===== src/sv/cdsfa_pkg.sv =====
// Shared types and constants of the section frame aligner.
// Used by the front end, the back end and the top level; depends on nothing.
package cdsfa_pkg;

   localparam int DEF_SECTION_FRAMES = 98;
   localparam int DEF_PAYLOAD_WIDTH  = 64;
   localparam int DEF_COUNT_WIDTH    = 32;
   localparam int QUEUE_DEPTH        = 4;

   // Frame labels on the input channel.
   localparam logic [1:0] FT_SYNC0   = 2'd0;
   localparam logic [1:0] FT_SYNC1   = 2'd1;
   localparam logic [1:0] FT_SUBCODE = 2'd2;
   localparam logic [1:0] FT_NONE    = 2'd3;

   // Control part of one write command handed from the front end to the back end.
   typedef struct packed {
      logic zero_first;   // also write an all-zero frame into slot 0
      logic bump_first;
      logic bump_second;
      logic bump_subcode;
      logic bump_lost;
      logic complete;     // this write fills the last slot of the section
   } cdsfa_ctrl_type;

endpackage


===== src/sv/cdsfa_front.sv =====
// Front end of the section frame aligner: the three-state aligner that relabels
// frames and turns each labelled one into a slot write command. Depends on cdsfa_pkg.
module cdsfa_front #(
   parameter int SECTION_FRAMES = 98,
   parameter int PAYLOAD_WIDTH  = 64,
   localparam int SLOT_W        = $clog2(SECTION_FRAMES)
) (
   input  logic                       clock,
   input  logic                       reset,
   input  logic                       req_valid,
   output logic                       req_stall,
   input  logic [1:0]                 req_frame_type,
   input  logic [63:0]                req_payload_word,
   input  logic [7:0]                 req_subcode_byte,
   input  logic                       q_full,
   output logic                       q_push,
   output logic [SLOT_W-1:0]          q_slot,
   output logic [PAYLOAD_WIDTH-1:0]   q_payload,
   output logic [7:0]                 q_sub,
   output cdsfa_pkg::cdsfa_ctrl_type  q_ctrl
);

   import cdsfa_pkg::*;

   localparam logic [1:0] AL_SYNC0   = 2'd0;
   localparam logic [1:0] AL_SYNC1   = 2'd1;
   localparam logic [1:0] AL_SUBCODE = 2'd2;

   logic [1:0]        align_ff, align_in;
   logic [SLOT_W-1:0] fill_ff, fill_in;
   logic              accept;

   assign req_stall = q_full;
   assign accept    = req_valid && !q_full;

   always_comb begin
      align_in  = align_ff;
      fill_in   = fill_ff;
      q_push    = 1'b0;
      q_slot    = '0;
      q_payload = req_payload_word[PAYLOAD_WIDTH-1:0];
      q_sub     = req_subcode_byte;
      q_ctrl    = '0;
      if (accept && req_frame_type != FT_NONE) begin
         q_push = 1'b1;
         unique case (align_ff)
            AL_SYNC0: begin
               if (req_frame_type == FT_SYNC1) begin
                  // Missing sync0: an all-zero frame is put in front.
                  q_slot            = SLOT_W'(1);
                  q_ctrl.zero_first = 1'b1;
                  q_ctrl.bump_first = 1'b1;
                  align_in          = AL_SUBCODE;
                  fill_in           = SLOT_W'(2);
               end else begin
                  q_slot            = '0;
                  q_ctrl.bump_first = (req_frame_type == FT_SUBCODE);
                  align_in          = AL_SYNC1;
                  fill_in           = SLOT_W'(1);
               end
            end
            AL_SYNC1: begin
               if (req_frame_type == FT_SYNC0) begin
                  q_slot             = '0;
                  q_ctrl.bump_second = 1'b1;
                  fill_in            = SLOT_W'(1);
               end else begin
                  q_slot             = SLOT_W'(1);
                  q_ctrl.bump_second = (req_frame_type == FT_SUBCODE);
                  align_in           = AL_SUBCODE;
                  fill_in            = SLOT_W'(2);
               end
            end
            AL_SUBCODE: begin
               if (req_frame_type == FT_SYNC0) begin
                  // Stray sync0 drops the partial section and starts over.
                  q_slot              = '0;
                  q_ctrl.bump_subcode = 1'b1;
                  q_ctrl.bump_lost    = 1'b1;
                  align_in            = AL_SYNC1;
                  fill_in             = SLOT_W'(1);
               end else begin
                  q_slot = fill_ff;
                  if (req_frame_type == FT_SYNC1) begin
                     q_ctrl.bump_subcode = 1'b1;
                     q_sub               = '0;
                  end
                  if (fill_ff == SLOT_W'(SECTION_FRAMES - 1)) begin
                     q_ctrl.complete = 1'b1;
                     align_in        = AL_SYNC0;
                     fill_in         = '0;
                  end else begin
                     fill_in = fill_ff + SLOT_W'(1);
                  end
               end
            end
            default: begin
               q_push   = 1'b0;
               align_in = AL_SYNC0;
               fill_in  = '0;
            end
         endcase
      end
   end

   always_ff @(posedge clock) begin
      if (reset) begin
         align_ff <= AL_SYNC0;
         fill_ff  <= '0;
      end else begin
         align_ff <= align_in;
         fill_ff  <= fill_in;
      end
   end

endmodule


===== config.mk =====
export PLATFORM = sky130hd
export DESIGN_NAME = cdsfa_front
export DESIGN_NICKNAME = d
export VERILOG_FILES = /design/src/sv/cdsfa_pkg.sv /design/src/sv/cdsfa_front.sv
export SDC_FILE = /design/constraint.sdc
export NUM_CORES = 1
export LEC_CHECK = 0
export BUFFER_PORTS_ARGS = -buffer_cell sky130_fd_sc_hd__buf_2
export CORE_MARGIN = 2
export CORE_UTILIZATION = 33
export DETAILED_ROUTE_END_ITERATION = 10
export GPL_ROUTABILITY_DRIVEN = 1
export PLACE_DENSITY = 0.82
export SETUP_SLACK_MARGIN = 0.02
export SYNTH_ARGS = -nofsm -noshare
export SYNTH_HDL_FRONTEND = slang
export SYNTH_SLANG_ARGS = --single-unit

===== constraint.sdc =====
create_clock -name clock -period 2.75 [get_ports clock]
set_clock_uncertainty 0.05 [all_clocks]
set_input_delay 0.55 -clock clock [delete_from_list [all_inputs] [get_ports clock]]
set_output_delay 0.55 -clock clock [all_outputs]
set_load 0.005 [all_outputs]

After elaboration in Yosys (flattened, before gate mapping)
Cells that the tools add are included.
- flip-flop bits (word level): 9
- input bits: 78
- output and inout bits: 87
- word-level logic and storage cells: 50
- add/sub/neg operators: 1
- eq/ne operators: 8
- muxes and demuxes: 32
- reduce and logical (&&, ||, !) cells: 7
- operators with widths (cell ; count):
    case mux 7 bit (3 select lines) ; 2
    two-way mux 8 bit ; 4
    two-way mux 7 bit ; 4
    two-way mux 2 bit ; 7
    two-way mux 1 bit ; 12
    adder 7 x 1 -> 7 bit, second input constant ; 1
    equality test 7 bit, second input constant ; 1
    two-way mux 6 bit ; 1
    case mux 2 bit (3 select lines) ; 1
    equality test 2 x 1 -> 1 bit, second input constant ; 2
    equality test 2 bit, second input constant ; 2
    zero test 2 bit ; 2
    != test 2 bit, second input constant ; 2
    two-way mux 3 bit ; 1
    != test 3 bit, second input constant ; 1
    AND reduction 3 bit ; 1
    OR reduction 3 bit ; 1
    logical AND 1 bit ; 2
    zero test 1 bit ; 1

Logic depth before layout (Yosys ltp)
Gate-level depths: netlist (run 1).
- depth after elaboration: 5
- mapped depth: 7
- depth with buffers taken out: 6

Worst setup path after synthesis (run 1)
OpenSTA, ideal clock, no wires.
- path type: input to output
- from: input req_frame_type[0]
- to: output q_sub[0]
- arrival: 1.774 ns
- required time: 2.150 ns
- path slack: 0.376 ns
- stages on the path: 7
- buffers on the path: 1
- cell sequence: inv_1 -> ha_1 -> or3b_1 -> buf_6 -> nor2_2 -> nand2_1 -> and2_1
- cells in the longest elaborated chain, start to end: 5
- elaborated cells on any way between the ends: 8
- those cells by class: eq/ne: 2; mux: 4; reduce/logical: 2
- ends and longest elaborated chain (element ; RTL line ; source):
    start: declaration ; cdsfa_front.sv:12 ; input logic [1:0] req_frame_type,
    equality test 2 x 1 -> 1 bit ; cdsfa_front.sv:84 ; if (req_frame_type == FT_SYNC1) begin
    two-way mux 8 bit ; cdsfa_front.sv:84 ;
    two-way mux 8 bit ; cdsfa_front.sv:75 ; if (req_frame_type == FT_SYNC0) begin
    two-way mux 8 bit ; cdsfa_front.sv:46 ; unique case (align_ff)
    two-way mux 8 bit * ; cdsfa_front.sv:44 ; if (accept && req_frame_type != FT_NONE) begin
    end: declaration ; cdsfa_front.sv:19 ; output logic [7:0] q_sub,
Every way passes the cells marked *; elsewhere a longest branch is shown, timed or not.

Worst setup path in the final report (run 1)
- from: input req_frame_type[0]
- to: output q_sub[3]
The elaborated chain is that of the path after synthesis.

==> flow_summary.ini, run 1 <==
[route]
dr.pass1.iters = 4
vias_per_cell = 5.135
drc = 0
antenna_left = 0
drtIter0Drc = 33
post_drt_wl_per_cell_um = 13.31
num_vias = 986
wl_um = 2556

[power]
p_leak_nw = 0.4928
p_switching_mw = 0.09718
clock_power_share_pct = 42.2
combPwrFrac_pct = 19.5
switching_share_pct = 26.49
p_int_mw = 0.2696
irDropWorstVdd_v = 0.0001385
power_frac_seq_pct = 38.4
p_per_area_nw_per_um2 = 329.8
p_total_mw = 0.3668

[worst_setup_path]
crit_path_frequent_cell = buf_2
crit_path_top_delay_cell = or3b_1
r2r_slack_ps = 900
crit_path_max_incr_delay_ps = 450
crit_arrival_ps = 1990
worst-setup-path-type = input port to output port
r2r_start = align_ff[1]
cp-end-kind = output port
path_cells = buf_2 > ha_1 > or3b_1 > nor2_2 > nand2_1 > and2_1 > buf_2
cp-startpoint = req_frame_type[0]
path_max_fanout = 8
cp-start-kind = input port
required_ps = 2150

[yosys]
syn_area_per_cell_um2 = 7.728
syn_area_um2 = 1314
yosysUniqueCellTypes = 37
yosysSeqAreaShare_pct = 13.71
synth_common_cells = buf_4, and2_1, a21oi_1, dfxtp_1, inv_1
ys.flop_type = dfxtp_1
synth_area_leaders = buf_4, dfxtp_1, and2_1
async_flop_share_pct = 0
syn-num-nets = 254
synth_cells = 170
synth_top_area_cell = buf_4
ys_seq_elements = 9
synth_edf_count = 0
synth_most_common_cell = buf_4
synth_top_area_share_pct = 37.14
synth_warnings = 0

[finish]
insertedDiodeCount = 0
syn_to_final_growth_pct = -15.33
utilization_pct = 29.71
drive_above_1_share_pct = 33.33
post-route-cell-area_um2 = 1112
nets = 229
stdcell_count = 192

[floorplanning]
dieHeight_um = 67.10
die_w_um = 67.10
rows = 22
initial_utilization_pct = 35.09
dieArea_um2 = 4502
core_um2 = 3744
io_pins = 165

[timing]
fin_ws_ps = 164.5
fmax_ghz = 0.3868
rsz0062_at_grt = false
maxSlewHeadroom_pct = 73.22
setup_viol = 0
period_minus_slack_ps = 2585
post-route-period-util_pct = 94.02
timing.hold.ws_ps = 470.0
final_hold_viol_count = 0
fin_tns_setup_ps = 0
slew_viol_final = 0
tightest_slew_ps = 400.6

[clocking]
cts_hold_buf = 0
cts_tree = done
clockRootBuffer = clkbuf_8
clkLatencyLatePin_ps = 230
cts_resized = 0
cts.path.max_buffers = 2
post_cts.repair.setup_buffers = 0
cts_max_level = 1
cts_num_sinks = 9
clk_pin_slew_worst_paths_ps = 50
cts_buffers = 3

[global_route]
grt.overflow.total = 0
grt_pass1_wl_um = 3808
grt_pass1_vias = 842
antenna_found_initial = 0
grt_max_degree = 15
grt_use_total_pct = 11.21

[worst_hold_path]
hold_class = flop to flop
worstHoldStart = fill_ff[4]

[place]
hpwlAfterDp_um = 1936
gp_congestion = 0.7978
place_area_um2 = 1067
pre_cts_ws_ps = 144.1
io_buffers = 36
dp_cells = 188

[outcome]
status = completed

[job]
drv_cap = 0
==> cell type report <==
class | count | area [um^2]
inverters | 7 | 26.28
flip-flops and latches | 9 | 180.2
multi-input cells | 84 | 590.6
repair buffers | 40 | 210.2
fillers | 409 | 2631
clock buffers | 4 | 45.04
well taps | 48 | 60.06
==> critical path: cells and delay by family <==
kind,cells,cell delay [ps]
and+or+nand+nor,4,990
buffers and inverters,2,240
adders and majority gates,1,210
==> layout by cell type, fill, tap and decap left out, drive strengths merged <==
master    n
dfxtp     9
nand2b    3
buf      40
nor2      3
and4      1
ha        6
nor4bb    1
or3       2
nor2b     1
o211a     1
clkbuf    4
o21ai     5
nor4b     2
and3      3
o211ai    2
o31ai     1
o2111ai   1
a311oi    1
and2     12
nand2     5
nand4     3
nand4b    2
a21oi     9
inv       7
nor3      5
a221oi    1
a31oi     2
nor3b     3
nand3     5
or3b      2
o21a      2
==> registers in the layout, indices dropped and copies added (netlist names) <==
signal / cells
align_ff: 2
fill_ff: 7
==> power by group through the flow <==
stage	logic (mW)	registers, mW	clock network (mW)
floorplan	0.122	0.139	0
global placement	0.0707	0.143	0
detailed placement	0.0713	0.143	0
CTS	0.0718	0.141	0.159
global route	0.0805	0.142	0.169
finish	0.0714	0.141	0.155
==> kinds of logic (layout without fill, tap and decap cells) <==
group / Yosys count / after routing / synth area share [%]
buffers and inverters: 77 / 51 / 41.33
AND/OR/NAND/NOR: 53 / 53 / 25.71
adder cells (fa/ha/maj): 6 / 6 / 5.714
AO/OA/AOI/OAI: 25 / 25 / 13.52
flip-flops: 9 / 9 / 13.71
==> layer usage <==
layer,share of wire [%],vias to the layer above,global-route usage (%)
li1,-,460,-
met1,40,448,12.12
met2,45,54,17.33
met3,11,24,5.236
met4,3.5,0,7.398
met5,0,-,0
==> path summary, 6_finish.rpt <==
kind,end,cells after the start
worst max register to register,align_ff[1],5
worst min register to register,fill_ff[4],2
worst max-delay path,q_sub[3],7
worst min-delay path,fill_ff[4],2
(Power assumes the default switching activity.)
==> run 2: changes to the inputs <==
Settings changed: CORE_UTILIZATION 33 to 30, PLACE_DENSITY 0.82 to 0.79.
Clock period 2.75 ns to 2.3 ns, I/O delays scaled along.
==> flow_summary.ini, run 2 (synthesis gave the netlist of run 1 again) <==
[floorplanning]
rows = 24
dieArea_um2 = 4925
core_um2 = 4294
die_w_um = 70.18
io_pins = 165
initial_utilization_pct = 30.59
dieHeight_um = 70.18

[route]
dr.pass1.iters = 4
drtIter0Drc = 67
num_vias = 987
wl_um = 2720
vias_per_cell = 4.886
antenna_left = 0
post_drt_wl_per_cell_um = 13.47
drc = 0

[finish]
mostFrequentLayoutCells = buf_2, and2_1, buf_4
regMostFlops = fill_ff
utilization_pct = 27.91
largest_register_ffs = 7
final_common_cell = buf_2
syn_to_final_growth_pct = -8.762
drive_above_1_share_pct = 41.33
stdcell_count = 202
reg_top3 = fill_ff (7), align_ff (2)
nets = 235
insertedDiodeCount = 0

[clocking]
cts_max_level = 1
post_cts.repair.setup_buffers = 0
cts_num_sinks = 9
cts_tree = done
cts_buffers = 3
cts_hold_buf = 0
clkLatencyLatePin_ps = 230
cts.path.max_buffers = 2
clockRootBuffer = clkbuf_8
clk_pin_slew_worst_paths_ps = 50

[global_route]
grt_pass1_vias = 976
grt_use_total_pct = 10.81
grt_pass1_wl_um = 4367
grt.overflow.total = 0
antenna_found_initial = 0
grt_max_degree = 13

[job]
drv_cap = 0

[timing]
tightest_slew_ps = 406.7
rsz0062_at_grt = true
fmax_ghz = 0.4410
slew_viol_final = 0
maxSlewHeadroom_pct = 72.81
period_minus_slack_ps = 2268
setup_viol = 0
final_hold_viol_count = 0
post-route-period-util_pct = 98.59

[worst_hold_path]
hold_class = input port to flop

[worst_setup_path]
crit_path_frequent_cell = buf_2
crit_arrival_ps = 1760
cp-end-kind = output port
r2r_slack_ps = 590
path_max_fanout = 5
required_ps = 1790
cp-start-kind = input port
crit_path_top_delay_cell = or3b_4
path_cells = buf_2 > ha_1 > or3b_4 > nor2_4 > buf_4 > and4_1 > buf_2
critPathBufInv = 3
path_delay_family = simple AND/OR/NAND/NOR gates
crit_path_max_incr_delay_ps = 410
worst-setup-path-type = input port to output port

[outcome]
status = completed

[power]
irDropWorstVdd_v = 0.0001117
p_per_area_nw_per_um2 = 379.1
p_leak_nw = 0.5300

[place]
dp_cells = 198
hpwlAfterDp_um = 2138
gp_congestion = 0.8766
io_buffers = 36
run 2: cell types whose count changed in the layout (fill, tap and decap cells not counted), sizes merged:
cell  delta
buf      +6
run 2: path summary, 6_finish.rpt:
path	start	endpoint	cells after the start
max	req_frame_type[0]	q_ctrl[0]	7
min	reset	fill_ff[4]	2
max reg2reg	fill_ff[0]	align_ff[1]	5
min reg2reg	fill_ff[4]	fill_ff[4]	2
run 2: metal layers:
metal / share of wire, % / vias to the layer above / track usage (%)
met5: 0 / - / 0
met4: 6.7 / 0 / 10.26
met3: 8.8 / 34 / 3.175
met2: 47 / 34 / 17.14
met1: 38 / 447 / 11.29
li1: - / 472 / -
run 2: worst register-to-register path, stage by stage (launching register included):
cell and delay (ps):
dfxtp_1 420, ha_1 200, nor4b_2 360, a31oi_4 200
o21a_1 210, o21a_1 150
run 2: stage by stage:
stage	total power [mW]	cell area [um^2]	setup TNS [ps]	setup WS, ps	hold WS [ps]
after floorplan	0.3114	1314	0	106.4	424.4
after global routing	0.4847	1199	-27.31	-20.26	439.0
final	0.4544	1199	0	32.49	437.9
after detailed placement	0.2652	1117	-3.165	-2.579	461.7
after global placement	0.2633	1117	0	34.26	453.2
after CTS	0.4548	1165	0	1.280	437.7
run 2: power breakdown:
group	total (mW)	internal, mW	switching [mW]
Combinational	0.104	0.0502	0.0537
Sequential	0.164	0.160	0.00371
Clock	0.187	0.121	0.0655
run 2: layout make-up:
type / count / area [um^2]
inverter: 7 / 26.28
fill: 446 / 3095
tap: 52 / 65.06
multi-input combinational: 84 / 626.9
sequential: 9 / 180.2
timing repair buffer: 46 / 255.2
clock buffer: 4 / 45.04
run 2: timing repair:
| action | 4_1_cts | 5_1_grt |
|---|---|---|
| pin swaps | 0 | 1 |
| gates resized for setup | 1 | 8 |
| endpoints found under the hold margin | 0 | 0 |
| endpoints found under the setup margin | 8 | 19 |
