File: config.mk
export PLATFORM = sky130hd
export DESIGN_NAME = cdsfa_queue
export DESIGN_NICKNAME = d
export VERILOG_FILES = /design/src/sv/cdsfa_queue.sv
export SDC_FILE = /design/constraint.sdc
export NUM_CORES = 1
export LEC_CHECK = 0
export ABC_CLOCK_PERIOD_IN_PS = 2700
export BUFFER_PORTS_ARGS = -buffer_cell sky130_fd_sc_hd__buf_2
export CAP_MARGIN = 10
export CORE_UTILIZATION = 55
export CTS_CLUSTER_DIAMETER = 50
export CTS_CLUSTER_SIZE = 16
export DETAILED_ROUTE_END_ITERATION = 6
export GPL_TIMING_DRIVEN = 0
export MAX_ROUTING_LAYER = met4
export PLACE_DENSITY = 0.77
export SLEW_MARGIN = 30
export SYNTH_ARGS = -nofsm -noshare
export SYNTH_HDL_FRONTEND = slang
export SYNTH_SLANG_ARGS = --single-unit
File: constraint.sdc
create_clock -name clock -period 2.7 [get_ports clock]
set_input_delay 0.27 -clock clock [delete_from_list [all_inputs] [get_ports clock]]
set_output_delay 0.27 -clock clock [all_outputs]
set_load 0.005 [all_outputs]
File: src/sv/cdsfa_queue.sv
// Small first-in first-out command queue between the front end and the back end.
// Generic in width and depth; depends on nothing else.
module cdsfa_queue #(
   parameter int WIDTH = 8,
   parameter int DEPTH = 4
) (
   input  logic             clock,
   input  logic             reset,
   input  logic             push,
   input  logic [WIDTH-1:0] push_data,
   output logic             full,
   input  logic             pop,
   output logic [WIDTH-1:0] pop_data,
   output logic             not_empty
);

   localparam int PTR_W = (DEPTH > 1) ? $clog2(DEPTH) : 1;
   localparam int CNT_W = $clog2(DEPTH + 1);

   logic [WIDTH-1:0] entry_ff [DEPTH];
   logic [PTR_W-1:0] wr_ptr_ff, wr_ptr_in;
   logic [PTR_W-1:0] rd_ptr_ff, rd_ptr_in;
   logic [CNT_W-1:0] count_ff, count_in;
   logic             do_push;
   logic             do_pop;

   assign full      = (count_ff == CNT_W'(DEPTH));
   assign not_empty = (count_ff != '0);
   assign pop_data  = entry_ff[rd_ptr_ff];
   assign do_push   = push && !full;
   assign do_pop    = pop && not_empty;

   always_comb begin
      wr_ptr_in = wr_ptr_ff;
      rd_ptr_in = rd_ptr_ff;
      count_in  = count_ff;
      if (do_push) begin
         wr_ptr_in = (wr_ptr_ff == PTR_W'(DEPTH - 1)) ? '0 : wr_ptr_ff + PTR_W'(1);
      end
      if (do_pop) begin
         rd_ptr_in = (rd_ptr_ff == PTR_W'(DEPTH - 1)) ? '0 : rd_ptr_ff + PTR_W'(1);
      end
      if (do_push && !do_pop) begin
         count_in = count_ff + CNT_W'(1);
      end else if (do_pop && !do_push) begin
         count_in = count_ff - CNT_W'(1);
      end
   end

   always_ff @(posedge clock) begin
      if (reset) begin
         wr_ptr_ff <= '0;
         rd_ptr_ff <= '0;
         count_ff  <= '0;
      end else begin
         wr_ptr_ff <= wr_ptr_in;
         rd_ptr_ff <= rd_ptr_in;
         count_ff  <= count_in;
      end
   end

   always_ff @(posedge clock) begin
      if (do_push) begin
         entry_ff[wr_ptr_ff] <= push_data;
      end
   end

endmodule

-- Word-level counts from Yosys, hierarchy flattened
Memories as Yosys holds them, arrays and structs flattened. A register that Yosys moved wholly into a read port is not among the register bits.
Cells that the tools add are included.
- add/subtract/negate cells: 4
- $mul: 0
- div/mod/pow operators: 0
- order comparisons: 0
- eq/ne operators: 3
- shift-type cells: 0
- multiplexer cells: 8
- bitwise logic cells: 0
- reductions and logical operators: 9
- operator list (kind ; number):
    2-to-1 mux 2 bit ; 4
    2-to-1 mux 3 bit ; 2
    adder 2 x 1 -> 2 bit (second input constant) ; 2
    equality test 2 bit (second input constant) ; 2
    logical AND 1 bit ; 4
    adder 3 x 1 -> 3 bit (second input constant) ; 1
    equality test 3 bit (second input constant) ; 1
    logical NOT 1 bit ; 3
    nonzero test 3 bit ; 1
    subtractor 3 x 1 -> 3 bit (second input constant) ; 1
    2-to-1 mux 1 bit ; 2
    nonzero test 2 bit ; 1
- register bits: 7
- bits in latches: 0
- bits in writable memories: 32
- bits in read-only memories: 0
- word-level logic and storage cells: 28
- memories kept: 1
- memory list (name ; words ; width ; rd ports ; clocked after Yosys merged registers in ; wr ports ; RTL line ; text):
    entry_ff ; 4 ; 8 ; 1 ; 1 ; 1 ; 20 ; logic [WIDTH-1:0] entry_ff [DEPTH];

-- Longest topological paths before layout
Gate-level depths: netlist (run 1).
- depth after elaboration: 7
- mapped depth: 10

-- Worst setup path before layout (run 1)
No wires, ideal clock.
- path type: register to register
- from: register count_ff[0]
- to: register count_ff[2]
- library setup time: 70 ps
- data arrival time: 1983 ps
- required time: 2630 ps
- path slack: 646 ps
- cell stages (with the launch flop): 11
- path buffers: 1
- period minus slack after synthesis: 2054 ps
- path through: dfxtp_1 > or3b_1 > buf_6 > clkinv_8 > nor2_4 > ha_1 > inv_1 > fa_1 > xor2_1 > or3_1 > a21oi_1
- word-level cells in the longest chain between the ends: 6
- elaborated cells between the ends (all ways): 14
- ends and longest elaborated chain (item ; RTL line ; text):
    from (decl) ; 23 ; logic [CNT_W-1:0] count_ff, count_in;
    from (signal assigned) ; 58 ; count_ff <= count_in;
    equality test 3 bit (*) ; 27 ; assign full = (count_ff == CNT_W'(DEPTH));
    named net full ; 11 ; output logic full,
    logical NOT 1 bit (*) ; 30 ; assign do_push = push && !full;
    logical AND 1 bit (*) ; 30 ;
    named net do_push ; 24 ; logic do_push;
    logical NOT 1 bit ; 45 ; end else if (do_pop && !do_push) begin
    logical AND 1 bit ; 45 ;
    nonzero test 2 bit (no line) ; -- ;
Mark *: on every way through the listed nets, which the timed path passes. The rest lies on a longest branch. The select of a mux whose other input is x is not followed.
A chain may end at the register's enable or synchronous reset.

-- Final worst setup path (run 1)
- from: register count_ff[1]
- to: register count_ff[2]
- word-level cells in the longest chain between the ends: 6
- elaborated cells between the ends (all ways): 14
- ends and longest elaborated chain (item):
    branches (longest 6 deep; another with subtractor 3 x 1 -> 3 bit)
Several ways; the timed one is not identified. The select of a mux whose other input is x is not followed.

==> out/results.txt, run 1 <==
For this run, the detailed router's first-pass iteration total came to 6. The average instance area after synthesis came out at 18.2 µm². The arrival time at the worst endpoint is 2.52 ns, and the number of DRC markers in iteration 0 is 34. The number of antenna violations at the first check in global routing is 0. Counting along the longest clock path gives a buffer depth of 2. The run gives 0 as the hold-fix buffer count after cts. The number of inserted diodes is 0. The worst setup path is of the flip-flop to flip-flop kind. The number of endpoints with negative hold slack in the final report is 0, and the final clock skew is 0.00148 ns.

The number of I/O pins was 22. The number of buffers and inverters on the critical path works out to 1. The highest cell delay on the worst timing path came out at 0.46 ns. The slowest stage of the critical path is the sky130_fd_sc_hd__o31ai_2 cell. The type of the tightest min-delay check was input pin to flip-flop.

After technology mapping, the gate count stands at 92. Clock tree synthesis selected as its root buffer the cell sky130_fd_sc_hd__clkbuf_4. The run gives 0.448 GHz as the fmax. The final reports fail on DRC. Input and output buffers added on the ports amount to 20. The vertical die dimension was 57.1 µm; the post-cts sizing count was 0. The tools report the CTS H-tree depth as 2. Setup violations remaining at the end of the flow were counted as 0.

For the final routed database, the setup TNS stands at 0 ns. After detailed routing, the number of vias per cell comes to 5.68. The final period demand of the worst path was 2.23 ns. Once detailed placement completed, the half-perimeter wirelength came to 1640 µm. STA classifies the critical path endpoint as a flip-flop.

The tools report the total core area as 2810 µm². In the synthesized netlist the async set-or-reset flop fraction comes to 0%. Of all nets on the critical path, the largest fanout is 5. The worst slew margin relative to its limit is 67.9%. Leaving out fill and tap cells, the most frequent cell in the layout is sky130_fd_sc_hd__edfxtp_1.

After layout, the worst path uses 82.7% of the clock period. The first global-routing pass estimated 4080 µm of wire. During synthesis, Yosys emitted a total of 0 warnings.

The total congestion overflow was 0. In the final routed layout, each cell accounts on average for 15.9 µm. The max-slew violation count came out at 0. The count of cells in the finished layout, fillers not included, comes to 151. After detailed routing, the number of remaining DRC violations is 2.

Leaving out fill and tap cells, the most frequent cells in the layout are sky130_fd_sc_hd__edfxtp_1 (32), sky130_fd_sc_hd__buf_2 (21), sky130_fd_sc_hd__dfxtp_1 (9), sky130_fd_sc_hd__mux4_2 (8), sky130_fd_sc_hd__ha_1 (6). The run gives 0.34 ns as the worst-skew pair later-pin latency. The number of placed instances with taps included was 143.

The area of the mapped netlist is 1670 µm². TritonCTS built the clock tree. Number of maximum-capacitance violations: 0. The run gives 19 as the row count. The sequential cells in the finished layout cover a total of 1140 µm². For this configuration, the core starts out at a cell density of 59.5%.

In this design, the largest share of critical-path delay is due to adder cells. The number of enable-type register cells in the synthesized netlist came out at 32. For the final weighted congestion of routability-driven global placement, the log shows 0.727. At the end of the flow, the number of nets in the layout was 138.

The routed layout has 858 vias. The pin count of the biggest net entering global routing is 13, and the remaining antenna violation count is 0. The power density relative to cell area is 857 nW/µm², and the die width is 57.1 µm. STA puts the critical path data required time at 2.98 ns. The multi-input combinational cells in the finished layout cover a total of 460 µm². The synthesis-to-layout area growth was 12.8%; the maximum vdd drop was 0.000541 V. Pin slew with the least headroom to its limit: 0.482 ns.

Summed over all instances, the cell type with the most area after synthesis is sky130_fd_sc_hd__edfxtp_1. Counting the fill cells in the layout gives 199. Setup repair after global routing left no endpoint under its margin.

The floorplan step defined a die boundary enclosing 3260 µm². Synthesis inferred 41 register bits. The worst setup path is launched from a flip-flop. Sorting the synthesized cells by area gives the leading types as sky130_fd_sc_hd__edfxtp_1 (58%), sky130_fd_sc_hd__dfxtp_1 (11%), sky130_fd_sc_hd__mux4_2 (11%), sky130_fd_sc_hd__ha_1 (4.5%), sky130_fd_sc_hd__and3_1 (1.5%). The total length of routed wires came out at 2400 µm. Fraction of synthesized cell area taken by the top area cell type: 57.5%. In this run the static leakage power is 0.711 nW. Unique cell type count in the Yosys netlist: 27. The post-CTS repair timing setup buffer count is 0, and the net count of the mapped netlist is 111. The clock-pin transition on the worst setup and hold timing paths is 0.11 ns. In this run, CTS created clock tree buffers numbering 5.

The total clock sinks was 41; the share of final-layout standard cells stronger than drive strength 1 was 35.0%. The number of global-route vias before repair came out at 892. The sequential share of the synthesized area is 68.3%. The dominant register cell in the synthesized netlist was sky130_fd_sc_hd__edfxtp_1. The flow ran to the end, but the final reports show violations. Global routing used 18.5% of the available tracks across all layers.

The critical path goes through o31ai_2 > ha_1 > inv_1 > fa_1 > xor2_1 > or3_1 > a21oi_1.
-- path summary, 6_finish.rpt --
path	end	depth (start not counted)	start	slack, ns
hold / removal	entry_ff[3][3]$_DFFE_PP_	1	push_data[3]	0.14
setup / recovery	count_ff[2]$_SDFFE_PP0P_	7	count_ff[1]$_SDFFE_PP0P_	0.47
setup reg to reg	count_ff[2]$_SDFFE_PP0P_	7	count_ff[1]$_SDFFE_PP0P_	0.47
hold reg to reg	rd_ptr_ff[0]$_SDFFE_PP0P_	2	rd_ptr_ff[0]$_SDFFE_PP0P_	0.52
-- power breakdown --
part	internal [W]	leakage, nW	switching (W)
clock network	0.000193	0.0399	0.000189
registers	0.000769	0.367	0.0000437
logic	0.000218	0.304	0.000202
-- per-stage QoR --
| step | util [%] | hold slack [ns] | power, W | cell area [µm²] | worst slack, ns |
|---|---|---|---|---|---|
| finish | 67.2 | 0.136 | 0.00161 | 1880 | 0.467 |
| global route | 67.2 | 0.123 | 0.00170 | 1880 | 0.357 |
| CTS | 67.2 | 0.123 | 0.00163 | 1880 | 0.467 |
| detailed placement | 64.5 | 0.490 | 0.00125 | 1810 | 0.498 |
| global placement | 64.5 | 0.475 | 0.00123 | 1810 | 0.566 |
| floorplan | - | 0.369 | 0.00112 | 1670 | 0.646 |
-- logic make-up (layout without fill, tap and decap cells) --
logic type / Yosys count / count (layout) / share of synthesized area (%)
multiplexers: 10 / 10 / 12.0
AND/OR/NAND/NOR: 16 / 16 / 5.62
adder cells (fa/ha/maj): 7 / 7 / 5.69
buffers and inverters: 9 / 37 / 4.12
AO/OA/AOI/OAI: 7 / 7 / 3.22
flip-flops: 41 / 41 / 68.3
XOR/XNOR: 2 / 2 / 1.05
-- flip-flops by register name (all words and copies together), names as in the netlist, named ones only --
name / flops
count_ff: 3
entry_ff: 32
rd_ptr_ff: 2
wr_ptr_ff: 2
-- area by class of cell --
class                   instances  share of cell area (%)
well taps                      31                    2.06
clock buffers                   6                    2.19
plain buffers                   4                    1.26
multi-input cells              42                    24.4
inverters                       5                    2.39
flip-flops and latches         41                    60.6
repair buffers                 20                    5.31
clock inverters                 2                    1.79
-- metal layers --
metal,wire (µm),track usage (%),vias to the layer above
li1,-,-,406
met1,980,21.9,424
met3,115,4.76,7
met4,59,9.41,0
met2,1240,29.4,21
met5,0,-,-
-- cell usage after synthesis, types with 2 or more instances --
cell type,n
sky130_fd_sc_hd__edfxtp_1,32
sky130_fd_sc_hd__nor2_1,3
sky130_fd_sc_hd__xor2_1,2
sky130_fd_sc_hd__nand3_1,2
sky130_fd_sc_hd__ha_1,6
sky130_fd_sc_hd__or3_1,3
sky130_fd_sc_hd__inv_1,3
sky130_fd_sc_hd__a21oi_1,2
sky130_fd_sc_hd__mux2i_1,2
sky130_fd_sc_hd__mux4_2,8
sky130_fd_sc_hd__o31ai_2,2
sky130_fd_sc_hd__dfxtp_1,9
sky130_fd_sc_hd__and3_1,4
No activity file was read; power rests on OpenSTA's default activity.
==> run 2, diff against run 1 <==
Settings changed: ABC_CLOCK_PERIOD_IN_PS 2700 to 1900, CORE_UTILIZATION 55 to 50, PLACE_DENSITY 0.77 to 0.73.
Clock period 2.7 ns to 1.9 ns, I/O delays scaled along.
==> out/results.txt, run 2 (synthesis gave the netlist of run 1 again) <==
The flow ran to the end, but the final reports show violations. The final reports fail on setup timing. The clock reaches the later pin of the worst-skew pair after 0.34 ns. Cells with a size suffix above 1 make up 44.8% of the layout.

For the required time at the worst-slack endpoint, the log shows 2.17 ns. At the pin with the least slew margin, the transition time is 0.493 ns. The tools report the final standard cell count with taps included and fillers excluded as 169. The number of placed instances with taps included came out at 156. Setup repair after global routing could not meet its margin everywhere. For this design, the slowest cell found on the critical path is sky130_fd_sc_hd__dfxtp_4. The total CTS buffers came out at 5.

The total congestion overflow came out at 0. Once the floorplan was initialized, standard cells occupied 53.8% of the core. For the number of maximum-capacitance violations, the log shows 0. At the end of routability-driven placement, the weighted congestion stood at 0.701.

The critical path in this run is classified as flip-flop to flip-flop. The maximum vdd drop is 0.000634 V, and the flip-flop count of the largest register after layout is 32. The share of the clock period used by the worst path was 107%; the number of vias per cell was 5.07. In the final design database the tool counted 143 nets. The number of remaining DRC errors was 0. TritonCTS built the clock tree. The tools report the setup slack of the worst register-to-register path as -0.13 ns.

The final clock skew is 0.00702 ns. Leaving out fill and tap cells, the most frequent cells in the layout are sky130_fd_sc_hd__edfxtp_1 (32), sky130_fd_sc_hd__buf_2 (20), sky130_fd_sc_hd__mux4_2 (8), sky130_fd_sc_hd__clkbuf_4 (6), sky130_fd_sc_hd__dfxtp_1 (6). The logs give 0 for the number of antenna violations at the first check in global routing and 919 for the number of global-route vias before repair. The design draws 0.00228 W.

Traced cell by cell, the critical path runs through or3b_1 > buf_6 > clkinv_8 > nor2_4 > ha_4 > inv_2 > fa_2 > xor2_1 > or3_1 > a21oi_2. For the final routed database, the setup TNS stands at -0.129 ns. The max-slew violation count was 0. The floorplan step defined a die boundary enclosing 3580 µm².

On the worst path, the slowest cell contributes a delay of 0.38 ns. Dividing the detail-routed wire length by the instance count gives 15.4 µm. The worst hold slack was 0.0566 ns. Most common cell after layout, fill and taps aside: sky130_fd_sc_hd__edfxtp_1. The number of port buffers was 20. The number of buffers on the longest clock path was 2. The kind of launch point of the worst setup path was a flip-flop.

For hold timing, the worst endpoint is entry_ff[0][6]$_DFFE_PP_. The half-perimeter wire length after detailed placement is 1800 µm. The arrival time at the worst endpoint was 2.30 ns. In this run the remaining antenna-violating nets after routing total 0. Final count of negative-setup-slack endpoints: 2.

The first global-routing pass estimated 4190 µm of wire. The depth of the worst register-to-register path was 10. Type of element capturing the critical path: a flip-flop. In this run the tightest slew margin relative to its limit is 67.1%.

The worst setup slack after layout came out at -0.129 ns. The detailed router finished its first iteration with 33 violations. The row count was 20. The top register by number of flip-flops was entry_ff. During I/O placement, the number of pins put on the boundary was 22. The analysis attributes to cell leakage a power of 0.729 nW. Type of the tightest min-delay check: input pin to flip-flop. Clock tree synthesis selected as its root buffer the cell sky130_fd_sc_hd__clkbuf_4. The clock drives 41 sinks.

Fill cells in the final layout number 254. The core region is 3100 µm². The largest registers in the layout are entry_ff: 32 flops, count_ff: 3 flops.

The worst register-to-register path ends at count_ff[2]$_SDFFE_PP0P_. The number of endpoints with negative hold slack in the final report was 0; the total length of routed wires was 2610 µm. In this run the critical register-to-register path is launched from count_ff[2]$_SDFFE_PP0P_.

The area growth from synthesis to layout is 17.3%. In this run the number of H-tree levels came out at 2. After clock tree synthesis, the clock-pin slew on the worst setup and hold paths is 0.12 ns. In this run the most critical hold path is launched from push_data[6]. The maximum fanout along the worst path came out at 3. At the placement stage, the worst setup path has a slack of -0.234 ns. The tools report the total number of vias as 857. The power density relative to cell area was 1160 nW/µm²; the fmax was 0.493 GHz. The tools report the overall fraction of global-route tracks in use as 17.6%. The worst path needs 2.03 ns of the cycle, external delays included.

The number of antenna diodes in the final layout is 0. The die width is 59.8 µm. Number of cells on the worst hold path: 1. The pin count of the biggest net entering global routing was 14; the vertical die dimension was 59.8 µm. For the detailed-router iteration count before antenna repair, the log shows 4.
-- run 2: per-stage QoR --
stage                     utilization, %  cell area (µm²)
after detailed placement            59.2             1840
after global routing                63.1             1960
after global placement              59.2             1840
final                               63.1             1960
after floorplan                        -             1680
after CTS                           62.7             1950
-- run 2: layer usage --
metal  vias up  routed length, µm  global-route usage, %  share of wire, %
li1        414                  -                      -                 -
met2        16               1340                   26.7                51
met1       422               1140                   21.6                44
met3         5                 85                   4.98               3.3
met4         0                 44                   8.64               1.7
met5         -                  0                      -                 0
-- run 2: how the worst max path moves through the flow --
stage	slack, ns	cells past startpoint	from	endpoint
5_1_grt	-0.22	10	count_ff[2]$_SDFFE_PP0P_	count_ff[2]$_SDFFE_PP0P_
4_1_cts	-0.14	10	count_ff[2]$_SDFFE_PP0P_	count_ff[2]$_SDFFE_PP0P_
6_report	-0.13	10	count_ff[2]$_SDFFE_PP0P_	count_ff[2]$_SDFFE_PP0P_
3_3_place_gp	-0.14	7	count_ff[1]$_SDFFE_PP0P_	count_ff[2]$_SDFFE_PP0P_
2_1_floorplan	-0.03	10	count_ff[2]$_SDFFE_PP0P_	count_ff[2]$_SDFFE_PP0P_
3_5_place_dp	-0.23	7	count_ff[1]$_SDFFE_PP0P_	count_ff[2]$_SDFFE_PP0P_
-- run 2: report_power, final --
group	leakage [nW]	internal (W)	total, W	switching, W
combinational	0.329	0.000372	0.000689	0.000317
clock	0.0310	0.000140	0.000415	0.000276
sequential	0.369	0.00110	0.00117	0.0000674
-- run 2: area by class of cell --
class | count | area, µm² | share of cell area [%]
Sequential cell | 41 | 1150 | 58.8
Multi-Input combinational cell | 42 | 488 | 24.9
Timing Repair Buffer | 25 | 138 | 7.02
Tap cell | 44 | 55.1 | 2.81
Inverter | 5 | 45.0 | 2.30
Clock buffer | 5 | 37.5 | 1.92
Buffer | 4 | 26.3 | 1.34
Clock inverter | 3 | 17.5 | 0.894
-- run 2: worst max-delay path, delay by kind of cell (launching register included) --
kind | cells | cell delay [ns]
compound gates | 1 | 0.12
simple gates | 3 | 0.60
fa+ha+maj | 2 | 0.47
buf+inv | 3 | 0.20
flops | 1 | 0.38
xor+xnor | 1 | 0.18
-- run 2: repair_timing --
item / in CTS / in global routing
buffers inserted: 5 / 0
hold buffers: 0 / 0
endpoints found under the setup margin: 2 / 10
pin swaps: 1 / 1
hold endpoints to repair: 0 / 0
gates resized for setup: 6 / 2
==> run 3, diff against run 2 <==
Settings changed: BUFFER_PORTS_ARGS -buffer_cell sky130_fd_sc_hd__buf_2 to -buffer_cell sky130_fd_sc_hd__clkbuf_2.
==> out/results.txt, run 3 (synthesis gave the netlist of run 1 again) <==
The largest registers in the layout are entry_ff: 32 flops, count_ff: 3 flops. The overall fraction of global-route tracks in use was 18.2%. Total congestion overflow: 0.

The logs give 14 for the pin count of the biggest net entering global routing and 0 for the remaining antenna violation count. The number of maximum-capacitance violations is 0, and the switching power as a share of total power is 27.8%. Detailed-router iteration count before antenna repair: 4. The final count of negative-setup-slack endpoints is 1, and the worst hold slack is 0.0596 ns. Die width: 59.8 µm. At the worst endpoint, the arrival time is 2.31 ns.

The combinational share of power is 29.6%. The highest cell delay on the worst timing path was 0.38 ns. Ranked by flip-flop count, first place goes to entry_ff. The run gives -0.137 ns as the worst setup slack after layout. After filler insertion, the fill cell instance count of the layout stands at 262. The number of vias per cell is 5.23, and the final total power is 0.00244 W. The first routing iteration left 31 violations. For this design, the CTS-stage hold fixing added 0 buffers.

Leaving out fill and tap cells, the most frequent cell in the layout is sky130_fd_sc_hd__edfxtp_1. The number of buffers on the longest clock path was 2; the number of buffers and inverters on the critical path was 2. The tools report the type of element capturing the critical path as a flip-flop. Setup repair after global routing could not meet its margin everywhere. For this design the ratio of total power to cell area is 1230 nW/µm². The floorplan step defined a core boundary enclosing 3100 µm². Measured along the y axis, the die boundary spans 59.8 µm. Cell internal power was estimated by the tool at 0.00176 W.

The die covers 3580 µm². For this configuration, the core starts out at a cell density of 53.8%. The cell family contributing the most delay on the critical path is simple AND/OR/NAND/NOR gates. At the later pin of the worst-skew pair, clock insertion delay measures 0.35 ns. The clock net in this run drives a total of 41 sinks.

The run finished, with violations left. The accumulated negative setup slack is -0.137 ns. The max-slew violation count was 0.

The cell sitting at the root of the clock tree is a sky130_fd_sc_hd__clkbuf_4. Type of the tightest min-delay check: input pin to flip-flop. Kind of launch point of the worst setup path: a flip-flop. In the routed design, unresolved DRC markers number 0. The fmax was 0.491 GHz; the CTS H-tree depth was 2. The run gives 0 as the number of antenna violations at the first check in global routing.

For the total length of routed wires, the log shows 2740 µm. TritonCTS built the clock tree. The clock network is responsible for 22.7% of the overall power. The run gives 0.000681 V as the maximum vdd drop.

For the number of endpoints with negative hold slack in the final report, the log shows 0. The top cell types in the final layout, fill and taps aside, are sky130_fd_sc_hd__edfxtp_1 (32), sky130_fd_sc_hd__clkbuf_2 (20), sky130_fd_sc_hd__mux4_2 (8), sky130_fd_sc_hd__buf_4 (7). The worst slack at placement is -0.195 ns, and the worst slew margin relative to its limit is 67.3%.

The logs give 5 for the total CTS buffers and 0.746 nW for the leakage power. Routability-driven placement finished with a final weighted congestion of 0.702. The register with the most flip-flops in the layout has 32 of them.

Buffers placed on the I/O ports in this run total 20. By startpoint and endpoint, the worst setup path is classified as flip-flop to flip-flop. Number of I/O pins: 22. The net switching power came out at 0.000678 W. For the finished layout, the period the worst path requires is 2.04 ns. The run gives 20 as the row count. For the pin with the worst max-slew slack, the measured transition is 0.490 ns. The required time at the worst-slack endpoint was 2.17 ns.

The checks that failed: setup timing. The clock-pin transition on the worst setup and hold timing paths was 0.13 ns; the total number of nets in the final design was 144. The tools report the number of global-route vias before repair as 905. The slowest stage of the critical path belongs to the cell sky130_fd_sc_hd__dfxtp_4. Across all layers, the routed design uses 889 vias.

The first global-routing pass estimated 4230 µm of wire. The repair_antennas step left the layout with diodes totalling 0. Traced cell by cell, the critical path runs through or3b_4 > clkinv_8 > nor2_4 > ha_4 > inv_2 > fa_2 > xor2_1 > or3_1 > a21oi_2. The average wire length per cell after detail routing was 16.1 µm. The final clock skew is 0.00951 ns. The share of final-layout standard cells stronger than drive strength 1 came out at 45.2%. The area growth from synthesis to layout is 19.1%. After layout, the worst path uses 107% of the clock period. The maximum fanout along the worst path was 3; the power share of the sequential group was 47.7%.
-- run 3: cell types whose count changed in the layout (fill, tap and decap cells not counted), moves of 2 or more --
| cell | before | now |
|---|---|---|
| sky130_fd_sc_hd__clkbuf_2 | 0 | 20 |
| sky130_fd_sc_hd__clkinv_2 | 2 | 0 |
| sky130_fd_sc_hd__buf_2 | 20 | 0 |
| sky130_fd_sc_hd__buf_4 | 5 | 7 |
-- run 3: layout make-up --
| cell class | count | area [µm²] | area share (%) |
|---|---|---|---|
| Clock buffer | 5 | 37.5 | 1.89 |
| Sequential cell | 41 | 1150 | 57.9 |
| Tap cell | 44 | 55.1 | 2.77 |
| Buffer | 3 | 15.0 | 0.755 |
| Inverter | 5 | 45.0 | 2.26 |
| Timing Repair Buffer | 27 | 153 | 7.67 |
| Multi-Input combinational cell | 42 | 490 | 24.7 |
| Clock inverter | 3 | 41.3 | 2.08 |
-- run 3: path summary, 6_finish.rpt --
check | startpoint | to | slack, ns | cells past startpoint
min | push_data[0] | entry_ff[0][0]$_DFFE_PP_ | 0.06 | 1
min reg2reg | rd_ptr_ff[0]$_SDFFE_PP0P_ | rd_ptr_ff[0]$_SDFFE_PP0P_ | 0.50 | 2
max reg2reg | count_ff[2]$_SDFFE_PP0P_ | count_ff[2]$_SDFFE_PP0P_ | -0.14 | 9
max | count_ff[2]$_SDFFE_PP0P_ | count_ff[2]$_SDFFE_PP0P_ | -0.14 | 9
-- run 3: stage by stage --
step                      instance area [µm²]  util [%]  cells
after detailed placement                 1840      59.2    156
after global placement                   1840      59.2    156
after CTS                                1960      63.3    168
after floorplan                          1680         -     92
final                                    1990      64.1    170
after global routing                     1990      64.1    170
-- run 3: power by group through the flow --
stage	sequential (W)	combinational, W	clock [W]
floorplan	0.00117	0.000437	0
global placement	0.00118	0.000592	0
detailed placement	0.00119	0.000615	0
CTS	0.00117	0.000677	0.000565
global route	0.00118	0.000803	0.000603
finish	0.00116	0.000723	0.000553
-- run 3: what timing repair did --
item,in CTS,in global routing
resized for setup,5,4
pin swaps,0,1
cloned,0,0
setup buffers,4,3
setup endpoints to repair,2,9
-- run 3: routing by layer --
metal  up-vias  track usage (%)  share of wire, %  wire length (µm)
li1        420                -                 -                 -
met2        16             28.6                53              1450
met1       449             21.2                43              1180
met3         4             4.55               2.4                66
met5         -                -                 0                 0
met4         0             11.0               1.4                38
